`src/design/ple_pkg.sv`:
```
// Shared constants, codes and controller/datapath interface types for the list engine.
`default_nettype none

package ple_pkg;

    localparam int CAPACITY_DEF = 32;

    localparam int FUNC_W    = 3;
    localparam int POS_W     = 7;
    localparam int VAL_W     = 32;
    localparam int ST_W      = 2;
    localparam int S_TDATA_W = 40;
    localparam int M_TDATA_W = 32;

    // Request functions.
    localparam logic [FUNC_W-1:0] FN_INS_FRONT = 3'd0;
    localparam logic [FUNC_W-1:0] FN_INS_POS   = 3'd1;
    localparam logic [FUNC_W-1:0] FN_INS_END   = 3'd2;
    localparam logic [FUNC_W-1:0] FN_DEL_FRONT = 3'd3;
    localparam logic [FUNC_W-1:0] FN_DEL_POS   = 3'd4;
    localparam logic [FUNC_W-1:0] FN_DEL_END   = 3'd5;
    localparam logic [FUNC_W-1:0] FN_DUMP      = 3'd6;

    // Result status codes.
    localparam logic [ST_W-1:0] ST_OK      = 2'd0;
    localparam logic [ST_W-1:0] ST_EMPTY   = 2'd1;
    localparam logic [ST_W-1:0] ST_INVALID = 2'd2;
    localparam logic [ST_W-1:0] ST_FULL    = 2'd3;

    // Cursor operations.
    localparam logic [2:0] CUR_HOLD  = 3'd0;
    localparam logic [2:0] CUR_COUNT = 3'd1;
    localparam logic [2:0] CUR_IDX   = 3'd2;
    localparam logic [2:0] CUR_ZERO  = 3'd3;
    localparam logic [2:0] CUR_INC   = 3'd4;
    localparam logic [2:0] CUR_DEC   = 3'd5;

    // Read address selects, relative to the cursor.
    localparam logic [1:0] RD_CUR  = 2'd0;
    localparam logic [1:0] RD_PREV = 2'd1;
    localparam logic [1:0] RD_NEXT = 2'd2;

    // Write data selects.
    localparam logic WD_RDATA = 1'b0;
    localparam logic WD_VALUE = 1'b1;

    // Output register sources.
    localparam logic OUT_SINGLE = 1'b0;
    localparam logic OUT_DUMP   = 1'b1;

    typedef struct packed {
        logic       req_load;
        logic       chk_load;
        logic [2:0] cur_op;
        logic       rd_en;
        logic [1:0] rd_sel;
        logic       wr_en;
        logic       wr_sel;
        logic       rem_load;
        logic       cnt_inc;
        logic       cnt_dec;
        logic       out_load;
        logic       out_sel;
    } t_cmd;

    typedef struct packed {
        logic is_ins;
        logic is_del;
        logic err;
        logic at_idx;
        logic at_end;
        logic out_free;
    } t_sts;

endpackage

`default_nettype wire

```
`src/design/positional_list_engine.sv`:
```
// Top level of the positional list engine: bounded ordered list of signed 32-bit values.
//
// Requests arrive as words on the s_axis channel: tuser carries the function, tdata carries
// the 1-based position in bits [6:0] and the value in bits [38:7]. Results leave as words on
// the m_axis channel: tuser carries the status, tdata the element, tlast marks the final
// word of a request. Each request gives one word, except a dump of a non-empty list, which
// gives one word per stored element, front first.
// One request is handled at a time. The list lives in a RAM, and every shift step moves one
// entry by a registered read, then a write, so inserts and deletes shift every entry that
// lies behind the target. A dump reads one entry at a time into the output register,
// waiting while that word is not yet taken. Errors and inserts at the end shift no entries.
// The input is ready again as soon as the last result is in the output register, so the
// next request is taken while that word still waits for the receiver.
// When the receiver stalls, the output register holds its word and the engine waits with
// the next result; nothing is dropped.
// Reset (i_rst_n low at a clock edge) empties the list and clears the output valid flag;
// the RAM contents are left as they are, since only entries below the count are read.
`default_nettype none

module positional_list_engine
    import ple_pkg::*;
#(
    parameter int CAPACITY = CAPACITY_DEF
) (
    input  wire logic                 i_clk,
    input  wire logic                 i_rst_n,
    input  wire logic                 s_axis_tvalid,
    output logic                      s_axis_tready,
    input  wire logic [S_TDATA_W-1:0] s_axis_tdata,  // position [6:0], value [38:7], zero
    input  wire logic [FUNC_W-1:0]    s_axis_tuser,  // func [2:0]
    output logic                      m_axis_tvalid,
    input  wire logic                 m_axis_tready,
    output logic [M_TDATA_W-1:0]      m_axis_tdata,  // element [31:0]
    output logic [ST_W-1:0]           m_axis_tuser,  // status [1:0]
    output logic                      m_axis_tlast
);

    t_cmd                    cmd;
    t_sts                    sts;
    logic signed [VAL_W-1:0] req_value;
    logic signed [VAL_W-1:0] out_element;

    // Unpack the request word; the value field sits right above the position.
    assign req_value = signed'(s_axis_tdata[POS_W +: VAL_W]);

    ple_ctrl u_ctrl (
        .i_clk     (i_clk),
        .i_rst_n   (i_rst_n),
        .i_s_valid (s_axis_tvalid),
        .o_s_ready (s_axis_tready),
        .i_sts     (sts),
        .o_cmd     (cmd)
    );

    ple_dp #(
        .CAPACITY (CAPACITY)
    ) u_dp (
        .i_clk       (i_clk),
        .i_rst_n     (i_rst_n),
        .i_cmd       (cmd),
        .o_sts       (sts),
        .i_req_func  (s_axis_tuser),
        .i_req_pos   (s_axis_tdata[POS_W-1:0]),
        .i_req_value (req_value),
        .i_m_ready   (m_axis_tready),
        .o_m_valid   (m_axis_tvalid),
        .o_m_status  (m_axis_tuser),
        .o_m_element (out_element),
        .o_m_last    (m_axis_tlast)
    );

    assign m_axis_tdata = unsigned'(out_element);

endmodule

`default_nettype wire

```
`src/design/ple_ram.sv`:
```
// Generic single-write, single-read RAM with a registered read port.
`default_nettype none

module ple_ram #(
    parameter int WIDTH = 32,
    parameter int DEPTH = 32,
    localparam int AW = (DEPTH > 1) ? $clog2(DEPTH) : 1
) (
    input  wire logic             i_clk,
    input  wire logic             i_we,
    input  wire logic [AW-1:0]    i_waddr,
    input  wire logic [WIDTH-1:0] i_wdata,
    input  wire logic             i_re,
    input  wire logic [AW-1:0]    i_raddr,
    output logic      [WIDTH-1:0] o_rdata
);

    logic [WIDTH-1:0] r_mem [DEPTH];

    always_ff @(posedge i_clk) begin
        if (i_we) begin
            r_mem[i_waddr] <= i_wdata;
        end
        if (i_re) begin
            o_rdata <= r_mem[i_raddr];
        end
    end

endmodule

`default_nettype wire

```
`src/design/ple_ctrl.sv`:
```
// Controller state machine that sequences checks, shifts, dumps and result hand-off.
`default_nettype none

module ple_ctrl
    import ple_pkg::*;
(
    input  wire logic i_clk,
    input  wire logic i_rst_n,
    input  wire logic i_s_valid,
    output logic      o_s_ready,
    input  wire t_sts i_sts,
    output t_cmd      o_cmd
);

    localparam logic [3:0] S_IDLE    = 4'd0;
    localparam logic [3:0] S_DECODE  = 4'd1;
    localparam logic [3:0] S_INS_CHK = 4'd2;
    localparam logic [3:0] S_INS_WR  = 4'd3;
    localparam logic [3:0] S_DEL_RD  = 4'd4;
    localparam logic [3:0] S_DEL_CAP = 4'd5;
    localparam logic [3:0] S_DEL_CHK = 4'd6;
    localparam logic [3:0] S_DEL_WR  = 4'd7;
    localparam logic [3:0] S_DMP_RD  = 4'd8;
    localparam logic [3:0] S_DMP_OUT = 4'd9;
    localparam logic [3:0] S_EMIT    = 4'd10;

    logic [3:0] r_state;
    logic [3:0] n_state;

    always_ff @(posedge i_clk) begin
        if (!i_rst_n) begin
            r_state <= S_IDLE;
        end else begin
            r_state <= n_state;
        end
    end

    always_comb begin
        n_state   = r_state;
        o_cmd     = '0;
        // No word is taken while reset is held.
        o_s_ready = (r_state == S_IDLE) && i_rst_n;
        case (r_state)
            S_IDLE: begin
                if (i_s_valid) begin
                    o_cmd.req_load = 1'b1;
                    n_state        = S_DECODE;
                end
            end
            S_DECODE: begin
                o_cmd.chk_load = 1'b1;
                if (i_sts.err) begin
                    n_state = S_EMIT;
                end else if (i_sts.is_ins) begin
                    o_cmd.cur_op = CUR_COUNT;
                    n_state      = S_INS_CHK;
                end else if (i_sts.is_del) begin
                    o_cmd.cur_op = CUR_IDX;
                    n_state      = S_DEL_RD;
                end else begin
                    o_cmd.cur_op = CUR_ZERO;
                    n_state      = S_DMP_RD;
                end
            end
            S_INS_CHK: begin
                if (i_sts.at_idx) begin
                    o_cmd.wr_en   = 1'b1;
                    o_cmd.wr_sel  = WD_VALUE;
                    o_cmd.cnt_inc = 1'b1;
                    n_state       = S_EMIT;
                end else begin
                    o_cmd.rd_en  = 1'b1;
                    o_cmd.rd_sel = RD_PREV;
                    n_state      = S_INS_WR;
                end
            end
            S_INS_WR: begin
                o_cmd.wr_en  = 1'b1;
                o_cmd.wr_sel = WD_RDATA;
                o_cmd.cur_op = CUR_DEC;
                n_state      = S_INS_CHK;
            end
            S_DEL_RD: begin
                o_cmd.rd_en  = 1'b1;
                o_cmd.rd_sel = RD_CUR;
                n_state      = S_DEL_CAP;
            end
            S_DEL_CAP: begin
                o_cmd.rem_load = 1'b1;
                n_state        = S_DEL_CHK;
            end
            S_DEL_CHK: begin
                if (i_sts.at_end) begin
                    o_cmd.cnt_dec = 1'b1;
                    n_state       = S_EMIT;
                end else begin
                    o_cmd.rd_en  = 1'b1;
                    o_cmd.rd_sel = RD_NEXT;
                    n_state      = S_DEL_WR;
                end
            end
            S_DEL_WR: begin
                o_cmd.wr_en  = 1'b1;
                o_cmd.wr_sel = WD_RDATA;
                o_cmd.cur_op = CUR_INC;
                n_state      = S_DEL_CHK;
            end
            S_DMP_RD: begin
                o_cmd.rd_en  = 1'b1;
                o_cmd.rd_sel = RD_CUR;
                n_state      = S_DMP_OUT;
            end
            S_DMP_OUT: begin
                if (i_sts.out_free) begin
                    o_cmd.out_load = 1'b1;
                    o_cmd.out_sel  = OUT_DUMP;
                    if (i_sts.at_end) begin
                        n_state = S_IDLE;
                    end else begin
                        o_cmd.cur_op = CUR_INC;
                        n_state      = S_DMP_RD;
                    end
                end
            end
            S_EMIT: begin
                if (i_sts.out_free) begin
                    o_cmd.out_load = 1'b1;
                    o_cmd.out_sel  = OUT_SINGLE;
                    n_state        = S_IDLE;
                end
            end
            default: begin
                n_state = S_IDLE;
            end
        endcase
    end

endmodule

`default_nettype wire

```
`src/design/ple_dp.sv`:
```
// Datapath: request registers, checks, cursor, element count, list RAM and output register.
`default_nettype none

module ple_dp
    import ple_pkg::*;
#(
    parameter int CAPACITY = CAPACITY_DEF
) (
    input  wire logic                     i_clk,
    input  wire logic                     i_rst_n,
    input  wire t_cmd                     i_cmd,
    output t_sts                          o_sts,
    input  wire logic [FUNC_W-1:0]        i_req_func,
    input  wire logic [POS_W-1:0]         i_req_pos,
    input  wire logic signed [VAL_W-1:0]  i_req_value,
    input  wire logic                     i_m_ready,
    output logic                          o_m_valid,
    output logic [ST_W-1:0]               o_m_status,
    output logic signed [VAL_W-1:0]       o_m_element,
    output logic                          o_m_last
);

    localparam int CW = $clog2(CAPACITY + 1);
    localparam int AW = (CAPACITY > 1) ? $clog2(CAPACITY) : 1;
    localparam int EW = (CW + 1 > POS_W) ? CW + 1 : POS_W;

    logic [FUNC_W-1:0]       r_func;
    logic [POS_W-1:0]        r_pos;
    logic signed [VAL_W-1:0] r_value;
    logic [CW-1:0]           r_count;
    logic [CW-1:0]           r_cursor;
    logic [VAL_W-1:0]        r_removed;
    logic [ST_W-1:0]         r_code;
    logic                    r_m_valid;
    logic [ST_W-1:0]         r_m_status;
    logic signed [VAL_W-1:0] r_m_element;
    logic                    r_m_last;

    logic [CW:0]        count_p1;
    logic [CW:0]        cur_p1;
    logic [CW-1:0]      cur_m1;
    logic [EW-1:0]      epos;
    logic [EW-1:0]      epos_m1;
    logic [CW-1:0]      idx;
    logic               is_ins;
    logic               is_del;
    logic               is_dump;
    logic               full;
    logic               empty;
    logic               ins_bad;
    logic               del_bad;
    logic [ST_W-1:0]    code;
    logic [AW-1:0]      ram_raddr;
    logic [VAL_W-1:0]   ram_wdata;
    logic [VAL_W-1:0]   ram_rdata;

    assign count_p1 = {1'b0, r_count} + (CW + 1)'(1);
    assign cur_p1   = {1'b0, r_cursor} + (CW + 1)'(1);
    assign cur_m1   = r_cursor - CW'(1);

    assign is_ins  = r_func inside {FN_INS_FRONT, FN_INS_POS, FN_INS_END};
    assign is_del  = r_func inside {FN_DEL_FRONT, FN_DEL_POS, FN_DEL_END};
    assign is_dump = (r_func == FN_DUMP);
    assign full    = (r_count == CW'(CAPACITY));
    assign empty   = (r_count == '0);

    // Effective 1-based position for the insert and delete functions; zero for the others.
    always_comb begin
        case (r_func)
            FN_INS_FRONT, FN_DEL_FRONT: epos = EW'(1);
            FN_INS_POS, FN_DEL_POS:     epos = EW'(r_pos);
            FN_INS_END:                 epos = EW'(count_p1);
            FN_DEL_END:                 epos = EW'(r_count);
            default:                    epos = '0;
        endcase
    end

    assign epos_m1 = epos - EW'(1);
    assign idx     = epos_m1[CW-1:0];
    assign ins_bad = (epos == '0) || (epos > EW'(count_p1));
    assign del_bad = (epos == '0) || (epos > EW'(r_count));

    // Position is checked before capacity on inserts; emptiness first on deletes.
    always_comb begin
        code = ST_OK;
        if (is_ins) begin
            if (ins_bad) begin
                code = ST_INVALID;
            end else if (full) begin
                code = ST_FULL;
            end
        end else if (is_del) begin
            if (empty) begin
                code = ST_EMPTY;
            end else if (del_bad) begin
                code = ST_INVALID;
            end
        end else if (is_dump) begin
            if (empty) begin
                code = ST_EMPTY;
            end
        end else begin
            code = ST_INVALID;
        end
    end

    assign o_sts.is_ins   = is_ins;
    assign o_sts.is_del   = is_del;
    assign o_sts.err      = (code != ST_OK);
    assign o_sts.at_idx   = (r_cursor == idx);
    assign o_sts.at_end   = (cur_p1 == {1'b0, r_count});
    assign o_sts.out_free = !r_m_valid || i_m_ready;

    always_comb begin
        case (i_cmd.rd_sel)
            RD_PREV: ram_raddr = cur_m1[AW-1:0];
            RD_NEXT: ram_raddr = cur_p1[AW-1:0];
            default: ram_raddr = r_cursor[AW-1:0];
        endcase
    end

    assign ram_wdata = (i_cmd.wr_sel == WD_VALUE) ? unsigned'(r_value) : ram_rdata;

    ple_ram #(
        .WIDTH (VAL_W),
        .DEPTH (CAPACITY)
    ) u_ram (
        .i_clk   (i_clk),
        .i_we    (i_cmd.wr_en),
        .i_waddr (r_cursor[AW-1:0]),
        .i_wdata (ram_wdata),
        .i_re    (i_cmd.rd_en),
        .i_raddr (ram_raddr),
        .o_rdata (ram_rdata)
    );

    always_ff @(posedge i_clk) begin
        if (i_cmd.req_load) begin
            r_func  <= i_req_func;
            r_pos   <= i_req_pos;
            r_value <= i_req_value;
        end
        if (i_cmd.chk_load) begin
            r_code <= code;
        end
        if (i_cmd.rem_load) begin
            r_removed <= ram_rdata;
        end
        case (i_cmd.cur_op)
            CUR_COUNT: r_cursor <= r_count;
            CUR_IDX:   r_cursor <= idx;
            CUR_ZERO:  r_cursor <= '0;
            CUR_INC:   r_cursor <= r_cursor + CW'(1);
            CUR_DEC:   r_cursor <= cur_m1;
            default:   r_cursor <= r_cursor;
        endcase
        if (i_cmd.out_load) begin
            if (i_cmd.out_sel == OUT_DUMP) begin
                r_m_status  <= ST_OK;
                r_m_element <= signed'(ram_rdata);
                r_m_last    <= o_sts.at_end;
            end else begin
                r_m_status  <= r_code;
                r_m_element <= (r_code == ST_OK && is_del) ? signed'(r_removed) : '0;
                r_m_last    <= 1'b1;
            end
        end
    end

    always_ff @(posedge i_clk) begin
        if (!i_rst_n) begin
            r_count   <= '0;
            r_m_valid <= 1'b0;
        end else begin
            if (i_cmd.cnt_inc) begin
                r_count <= r_count + CW'(1);
            end else if (i_cmd.cnt_dec) begin
                r_count <= r_count - CW'(1);
            end
            if (i_cmd.out_load) begin
                r_m_valid <= 1'b1;
            end else if (i_m_ready) begin
                r_m_valid <= 1'b0;
            end
        end
    end

    assign o_m_valid   = r_m_valid;
    assign o_m_status  = r_m_status;
    assign o_m_element = r_m_element;
    assign o_m_last    = r_m_last;

endmodule

`default_nettype wire

```
`config.mk`:
```
export PLATFORM = sky130hd
export DESIGN_NAME = positional_list_engine
export DESIGN_NICKNAME = d
export VERILOG_FILES = /design/src/design/ple_pkg.sv /design/src/design/positional_list_engine.sv /design/src/design/ple_ram.sv /design/src/design/ple_ctrl.sv /design/src/design/ple_dp.sv
export SDC_FILE = /design/constraint.sdc
export NUM_CORES = 2
export LEC_CHECK = 0
export BUFFER_PORTS_ARGS = -buffer_cell sky130_fd_sc_hd__buf_2
export CORE_AREA = 2 2 379 269
export CTS_BUF_LIST = sky130_fd_sc_hd__clkbuf_8
export DETAILED_ROUTE_END_ITERATION = 10
export DIE_AREA = 0 0 381 271
export PLACE_DENSITY = 0.74
export SLEW_MARGIN = 5
export SYNTH_ARGS = -nofsm -noshare
export SYNTH_HDL_FRONTEND = slang
export SYNTH_SLANG_ARGS = --single-unit
```
`constraint.sdc`:
```
create_clock -name i_clk -period 7.5 [get_ports i_clk]
set_input_delay 1.125 -clock i_clk [delete_from_list [all_inputs] [get_ports i_clk]]
set_output_delay 1.125 -clock i_clk [all_outputs]
set_load 0.05 [all_outputs]
```
=== After elaboration in Yosys (flattened, before gate mapping) ===
Memories as Yosys holds them, arrays and structs flattened. A register that Yosys moved wholly into a read port is not among the register bits.
Cells that the tools add are included.

* Bits of input ports: 47
* Latch bits: 0
* Memory bits (writable): 1024
* Bits in read-only memories: 0
* Logic and storage cells: 126
* Memories kept: 1
* Register bits: 128
* Output and inout port bits: 37

* Reductions and logical operators: 23
* Add/sub/neg operators: 7
* Divide/modulo/power cells: 0
* $mul: 0
* Shift operators: 0
* Magnitude comparators: 2
* Eq/ne operators: 29
* Bitwise gates (word level): 0
* Muxes and demuxes: 52

{| class="wikitable"
|+ Memories
! memory !! words !! bits a word !! read ports !! clocked after Yosys merged registers in !! wr ports !! line !! text
|-
| u_dp.u_ram.r_mem || 32 || 32 || 1 || 1 || 1 || ple_ram.sv:18 || <nowiki>logic [WIDTH-1:0] r_mem [DEPTH];</nowiki>
|}

{| class="wikitable"
|+ Operators by type and width
! kind !! number
|-
| two-way mux 32 bit || 3
|-
| case mux 4 bit (10 select lines) || 1
|-
| two-way mux 4 bit || 9
|-
| case mux 6 bit (5 select lines) || 1
|-
| case mux 7 bit (4 select lines) || 1
|-
| two-way mux 2 bit || 10
|-
| two-way mux 3 bit || 6
|-
| subtractor 6 x 1 -> 6 bit, second input constant || 3
|-
| == test 4 x 3 -> 1 bit, second input constant || 4
|-
| == test 3 bit, second input constant || 5
|-
| adder 6 x 1 -> 7 bit, second input constant || 2
|-
| two-way mux 1 bit || 14
|-
| adder 6 x 1 -> 6 bit, second input constant || 2
|-
| == test 3 x 2 -> 1 bit, second input constant || 4
|-
| == test 4 bit, second input constant || 3
|-
| two-way mux 6 bit || 2
|-
| case mux 3 bit (4 select lines) || 1
|-
| case mux 5 bit (2 select lines) || 1
|-
| OR reduction 2 bit || 5
|-
| case mux 3 bit (3 select lines) || 1
|-
| == test 4 x 2 -> 1 bit, second input constant || 2
|-
| case mux 2 bit (2 select lines) || 2
|-
| == test 7 x 6 -> 1 bit || 1
|-
| > comparator 7 x 6 -> 1 bit || 1
|-
| other kinds (20) || 29
|}

=== Longest topological paths before layout ===
* Depth in word-level cells: 14
* Mapped depth: 24
* Depth with buffers taken out: 19

=== Hierarchy ===
From an unflattened synthesis, not the netlist that was laid out.

* Cell total of the unflattened synthesis: 2839
* Area, all modules: 47773.3 sq um

{| class="wikitable"
|+ By module, submodules not included
! module !! area each (sq um) !! cells an instance !! seq. area each (sq um) !! instances
|-
| ple_ram || 40811.6 || 2260 || 31710.4 || 1
|-
| ple_dp || 6444.9 || 502 || 3653.5 || 1
|-
| ple_ctrl || 516.7 || 77 || 80.1 || 1
|}

=== Least setup slack after synthesis ===
Ideal clock, no wire load.

* Path kind: reg-to-reg
* From: register u_dp.r_count[0]
* To: memory u_dp.u_ram.r_mem[24][0] (enable)
* Library setup time: 0.461 ns
* Slack: 1.868 ns
* Path buffers: 2
* Required time: 7.039 ns
* Clock period less this slack: 5.632 ns
* Stages on the path, launching flop included: 13
* Data arrival time: 5.171 ns
* Path through: dfxtp_1 ha_1 and3_1 clkbuf_1 and3_1 a221oi_1 inv_2 nor4_2 xor3_1 nor4b_4 a22oi_2 buf_2 nor3_1

* Word-level cells in the longest chain between the ends: 8

{| class="wikitable"
|+ RTL lines
! what !! line !! text
|-
| from (decl) || ple_dp.sv:30 || <nowiki>logic [CW-1:0] r_count;</nowiki>
|-
| from (signal assigned) || ple_dp.sv:176 || <nowiki>r_count <= r_count + CW'(1);</nowiki>
|-
| from (signal assigned) || ple_dp.sv:178 || <nowiki>r_count <= r_count - CW'(1);</nowiki>
|-
| adder 6 x 1 -> 7 bit || ple_dp.sv:57 || <nowiki>assign count_p1 = {1'b0, r_count} + (CW + 1)'(1);</nowiki>
|-
| case mux 7 bit (4 select lines) * || ple_dp.sv:69 || <nowiki>case (r_func)</nowiki>
|-
| subtractor 6 x 1 -> 6 bit * || ple_dp.sv:78 || <nowiki>assign epos_m1 = epos - EW'(1);</nowiki>
|-
| == test 6 bit * || ple_dp.sv:110 || <nowiki>assign o_sts.at_idx = (r_cursor == idx);</nowiki>
|-
| two-way mux 2 bit * || ple_ctrl.sv:66 || <nowiki>if (i_sts.at_idx) begin</nowiki>
|-
| case mux 2 bit (2 select lines) * || ple_ctrl.sv:43 || <nowiki>case (r_state)</nowiki>
|-
| two-way mux 1 bit * || ple_ram.sv:21 || <nowiki>if (i_we) begin</nowiki>
|-
| two-way mux 1 bit (not written as such) * || ple_ram.sv:22 || <nowiki>r_mem[i_waddr] <= i_wdata;</nowiki>
|-
| to (decl) || ple_ram.sv:18 ||
|}

Every way passes the cells marked *; elsewhere a longest branch is shown, timed or not.

=== Final worst setup path ===
* From: register u_dp.r_count[0]
* To: register u_dp.u_ram.o_rdata[23] (read register of u_dp.u_ram.r_mem) (data pin)

* Word-level cells in the longest chain between the ends: 8
* Elaborated cells on any way between the ends: 11
* Those cells by class: add/sub (2); eq/ne (4); mux (5)

{| class="wikitable"
|+ RTL lines
! what !! line !! text
|-
| adder 6 x 1 -> 7 bit || ple_dp.sv:57 ||
|-
| case mux 7 bit (4 select lines) || ple_dp.sv:69 ||
|-
| subtractor 6 x 1 -> 6 bit || ple_dp.sv:78 ||
|-
| == test 6 bit || ple_dp.sv:110 ||
|-
| two-way mux 3 bit || ple_ctrl.sv:66 ||
|-
| case mux 3 bit (3 select lines) * || ple_ctrl.sv:43 ||
|-
| == test 2 bit or == test 2 x 1 -> 1 bit (tied branches) || ple_dp.sv:115 || <nowiki>case (i_cmd.rd_sel)</nowiki>
|-
| case mux 5 bit (2 select lines) || ple_dp.sv:115 ||
|-
| to (decl) || ple_ram.sv:15 || <nowiki>output logic [WIDTH-1:0] o_rdata</nowiki>
|}

Marks and branches as above.
A chain may end at the register's enable or synchronous reset.

==> flow_metrics.py <==
metrics = {
    "hold_path": {
        "holdCritStartpoint": "s_axis_tdata[36]",
        "holdPathEnd": "u_dp.r_value[29]",
        "hold_path_depth": 1,
        "hp-class": "input pin to flip-flop",
    },
    "critical_path": {
        "critical_path_class": "flip-flop to flip-flop",
        "crit_fanout": 27,
        "startpoint_type": "flip-flop",
        "end_kind": "flip-flop",
        "timing.rr.end": "u_dp.u_ram.o_rdata[23]",
        "worst-r2r-cell-count": 20,
        "crit_required_ns": 8.02,
        "rr_startpoint": "u_dp.r_count[0]",
        "ff2ff_setup_slack_ns": 1.01,
        "critPathArrivalTime_ns": 7.02,
    },
    "synth": {
        "synth_cells": 2531,
        "synth-seq-area-share": 0.747,
        "ys_ff_latch": 1184,
        "synth.distinct_cells": 79,
        "syn_avg_cell_area_um2": 18.8,
        "synth_edf_count": 1173,
        "synth-main-ff-cell": "edfxtp_1",
        "syn_area_um2": 47500,
        "async_flop_share": 0,
        "syn_nets": 2604,
        "yosysWarnings": 0,
    },
    "clock_network": {
        "holdBufCountCts": 0,
        "cts_root_buf": "clkbuf_8",
        "insertion_delay_ns": 0.82,
        "clockBufferDepth": 3,
        "cts_max_level": 4,
        "cts_setup_buffers": 0,
        "cts_tree": "built",
        "clock_sinks": 1184,
        "postCtsResizedCells": 0,
        "numCtsBuffers": 161,
        "clk_pin_slew_ns": 0.07,
    },
    "grt": {
        "grt_first_pass_wirelength_mm": 164,
        "grt_overflow": 0,
        "grt_pass1_vias": 25300,
        "grt_max_degree": 79,
        "antenna_found_initial": 2,
        "grt_use_total": 0.217,
    },
    "timing": {
        "fin_crit_sh": 0.866,
        "slew_headroom": 0.294,
        "finalHoldViolations": 0,
        "setup_viol": 0,
        "fmax_mhz": 154,
        "skew_ns": 0.0259,
        "min_period_ns": 6.49,
        "rsz0062_at_grt": "false",
        "setup-tns-final_ns": 0,
        "holdWs_ns": 0.479,
        "worstMarginPinSlew_ns": 1.06,
        "maxSlewViolCount": 0,
    },
    "pwr": {
        "power.leakage_uw": 0.0173,
        "vdd_ir_drop_max_uv": 229,
        "power_density_nw_per_um2": 351,
    },
    "route": {
        "wl_mm": 112,
        "drt_first_pass_iters": 5,
        "ant_nets": 0,
        "wl_per_cell_um": 26.8,
        "drt_iter0_drc": 3458,
        "vias": 25100,
        "drc": 0,
        "via_per_inst": 6.01,
    },
    "flow_run": {
        "cap_viol_max_count": 0,
    },
    "layout": {
        "instances_no_fill": 4179,
        "areaGrowthSynthToFinish_pct": 11.3,
        "nets": 2787,
        "drive_gt1_frac": 0.244,
    },
    "place": {
        "dp.cells": 3887,
        "hpwl_mm": 59.6,
        "globalplace.congestion": 0.870,
        "portBuffers": 82,
    },
    "floorplan": {
        "ios": 84,
        "start_util": 0.478,
        "dieWidth_um": 381,
        "rows": 97,
        "core_um2": 99300,
        "die_area_um2": 103000,
        "fp.dieH_um": 271,
    },
    "status": {
        "run_status": "complete, no violations",
    },
}
[layer usage]
metal / routed length, um / vias to the layer above / part of all wire / track usage
li1: - / 10500 / - / -
met1: 46600 / 13000 / 0.42 / 0.316
met2: 50600 / 1409 / 0.45 / 0.323
met3: 12900 / 166 / 0.12 / 0.0600
met4: 2050 / 0 / 0.018 / 0.0622
met5: 0 / - / 0 / 0
[state kept, by name, indices dropped and copies added (netlist names), 3 cells and up]
| name | flops |
|---|---|
| u_dp.r_value | 32 |
| u_dp.u_ram.o_rdata | 32 |
| u_dp.r_count | 6 |
| u_dp.r_pos | 7 |
| u_dp.r_cursor | 6 |
| u_dp.r_func | 3 |
| u_dp.o_m_element | 32 |
| u_ctrl.r_state | 4 |
| u_dp.r_removed | 32 |
| u_dp.u_ram.r_mem | 1024 |
[worst max-delay path: stages (launching register included)]
cell,delay [ns]
dfxtp_1,0.67
ha_1,0.26
and3_1,0.28
o21ai_1,0.09
a221oi_1,0.46
inv_2,0.15
nor4_2,0.35
xor3_1,0.48
nor4b_4,0.39
nor2_1,0.13
inv_1,0.07
ha_1,0.32
mux2i_1,0.18
o21ai_4,0.72
buf_12,0.25
buf_12,0.25
mux4_2,0.54
nor2_1,0.10
nor2_1,0.04
o21ai_0,0.24
o21ai_0,0.17
[logic make-up after synthesis]
kind of cell / synth area share
flip-flops: 0.747
AND/OR/NAND/NOR: 0.0556
multiplexers: 0.134
AO/OA/AOI/OAI: 0.0341
buffers and inverters: 0.0153
XOR/XNOR: 0.00701
adder cells (fa/ha/maj): 0.00701
[cell usage after synthesis, drive strengths merged (4+ instances only)]
library cell | count | area (um2)
nor2b | 11 | 68.8
nand2b | 7 | 43.8
a31oi | 4 | 25.0
nor3 | 25 | 125
o21ai | 83 | 415
nand2 | 167 | 634
xnor2 | 17 | 149
clkbuf | 89 | 334
nor2 | 229 | 860
mux2 | 36 | 514
o211ai | 35 | 263
and3 | 10 | 62.6
buf | 59 | 288
nor3b | 20 | 220
a22o | 32 | 280
ha | 25 | 313
o22ai | 5 | 31.3
nand3 | 81 | 405
xnor3 | 4 | 90.1
inv | 27 | 101
a21oi | 24 | 120
mux2i | 9 | 90.1
a211o | 4 | 35.0
mux4 | 256 | 5770
edfxtp | 1173 | 35200
nor4 | 4 | 31.3
a221oi | 7 | 78.8
a22oi | 6 | 50.1
dfxtp | 11 | 220
xor2 | 8 | 70.1
or3 | 5 | 31.3
a21o | 5 | 37.5
[layout make-up]
cell class	count	area, um2
multi-input combinational	1171	11600
timing repair buffer	168	1210
tap	1336	1670
inverter	28	105
clock buffer	167	2300
fill	7686	46500
sequential	1184	35400
antenna	2	5.00
clock inverter	123	519
[how the worst max path moves through the flow]
stage	start	depth (start not counted)	slack [ns]	to
final	u_dp.r_count[0]	20	1.01	u_dp.u_ram.o_rdata[23]
after global routing	u_dp.r_count[0]	20	0.53	u_dp.u_ram.o_rdata[24]
after detailed placement	u_dp.r_count[1]	20	1.01	u_dp.u_ram.o_rdata[23]
after global placement	u_dp.r_count[0]	20	1.04	u_dp.u_ram.o_rdata[24]
after CTS	u_dp.r_count[1]	20	1.0	u_dp.u_ram.o_rdata[24]
after floorplan	u_dp.r_count[0]	12	1.87	u_dp.u_ram.r_mem[24][0]
[per-stage QoR]
| step | util | area [um2] | setup slack [ns] | total power [uW] |
|---|---|---|---|---|
| after floorplan | - | 47500 | 1.87 | 12600 |
| after global placement | 0.504 | 50000 | 1.04 | 14000 |
| after detailed placement | 0.504 | 50000 | 1.01 | 14200 |
| after CTS | 0.532 | 52800 | 0.999 | 18600 |
| after global routing | 0.532 | 52800 | 0.528 | 19400 |
| final | 0.532 | 52800 | 1.01 | 18500 |
[power breakdown]
| group | switching (uW) | internal [uW] | leakage, uW |
|---|---|---|---|
| logic | 3300 | 2140 | 0.00501 |
| clock network | 2320 | 2090 | 0.00168 |
| registers | 223 | 8460 | 0.0107 |
[layout by cell type (no fill, tap or decap), drive strengths merged, types with 3 or more instances in the layout]
cell | synthesis | routed
xnor3 | 4 | 4
a31oi | 4 | 4
a221oi | 7 | 7
a311oi | 3 | 3
mux2 | 36 | 36
nand3 | 81 | 81
a21oi | 24 | 24
a2111oi | 3 | 3
o21a | 3 | 3
a211o | 4 | 4
nand4 | 3 | 3
dfxtp | 11 | 11
nor2b | 11 | 11
ha | 25 | 25
a22oi | 6 | 6
a22o | 32 | 32
nor2 | 229 | 229
inv | 27 | 94
edfxtp | 1173 | 1173
nand2b | 7 | 7
nor3 | 25 | 25
nor3b | 20 | 20
o21ai | 83 | 83
buf | 59 | 168
xor2 | 8 | 8
clkbuf | 89 | 167
clkinv | 1 | 54
nor4 | 4 | 4
xnor2 | 17 | 17
o22ai | 5 | 5
mux2i | 9 | 9
o211ai | 35 | 35
and2 | 3 | 3
mux4 | 256 | 256
and3 | 10 | 10
or3 | 5 | 5
a21o | 5 | 5
nand2 | 167 | 167
No activity file was read; power rests on OpenSTA's default activity.
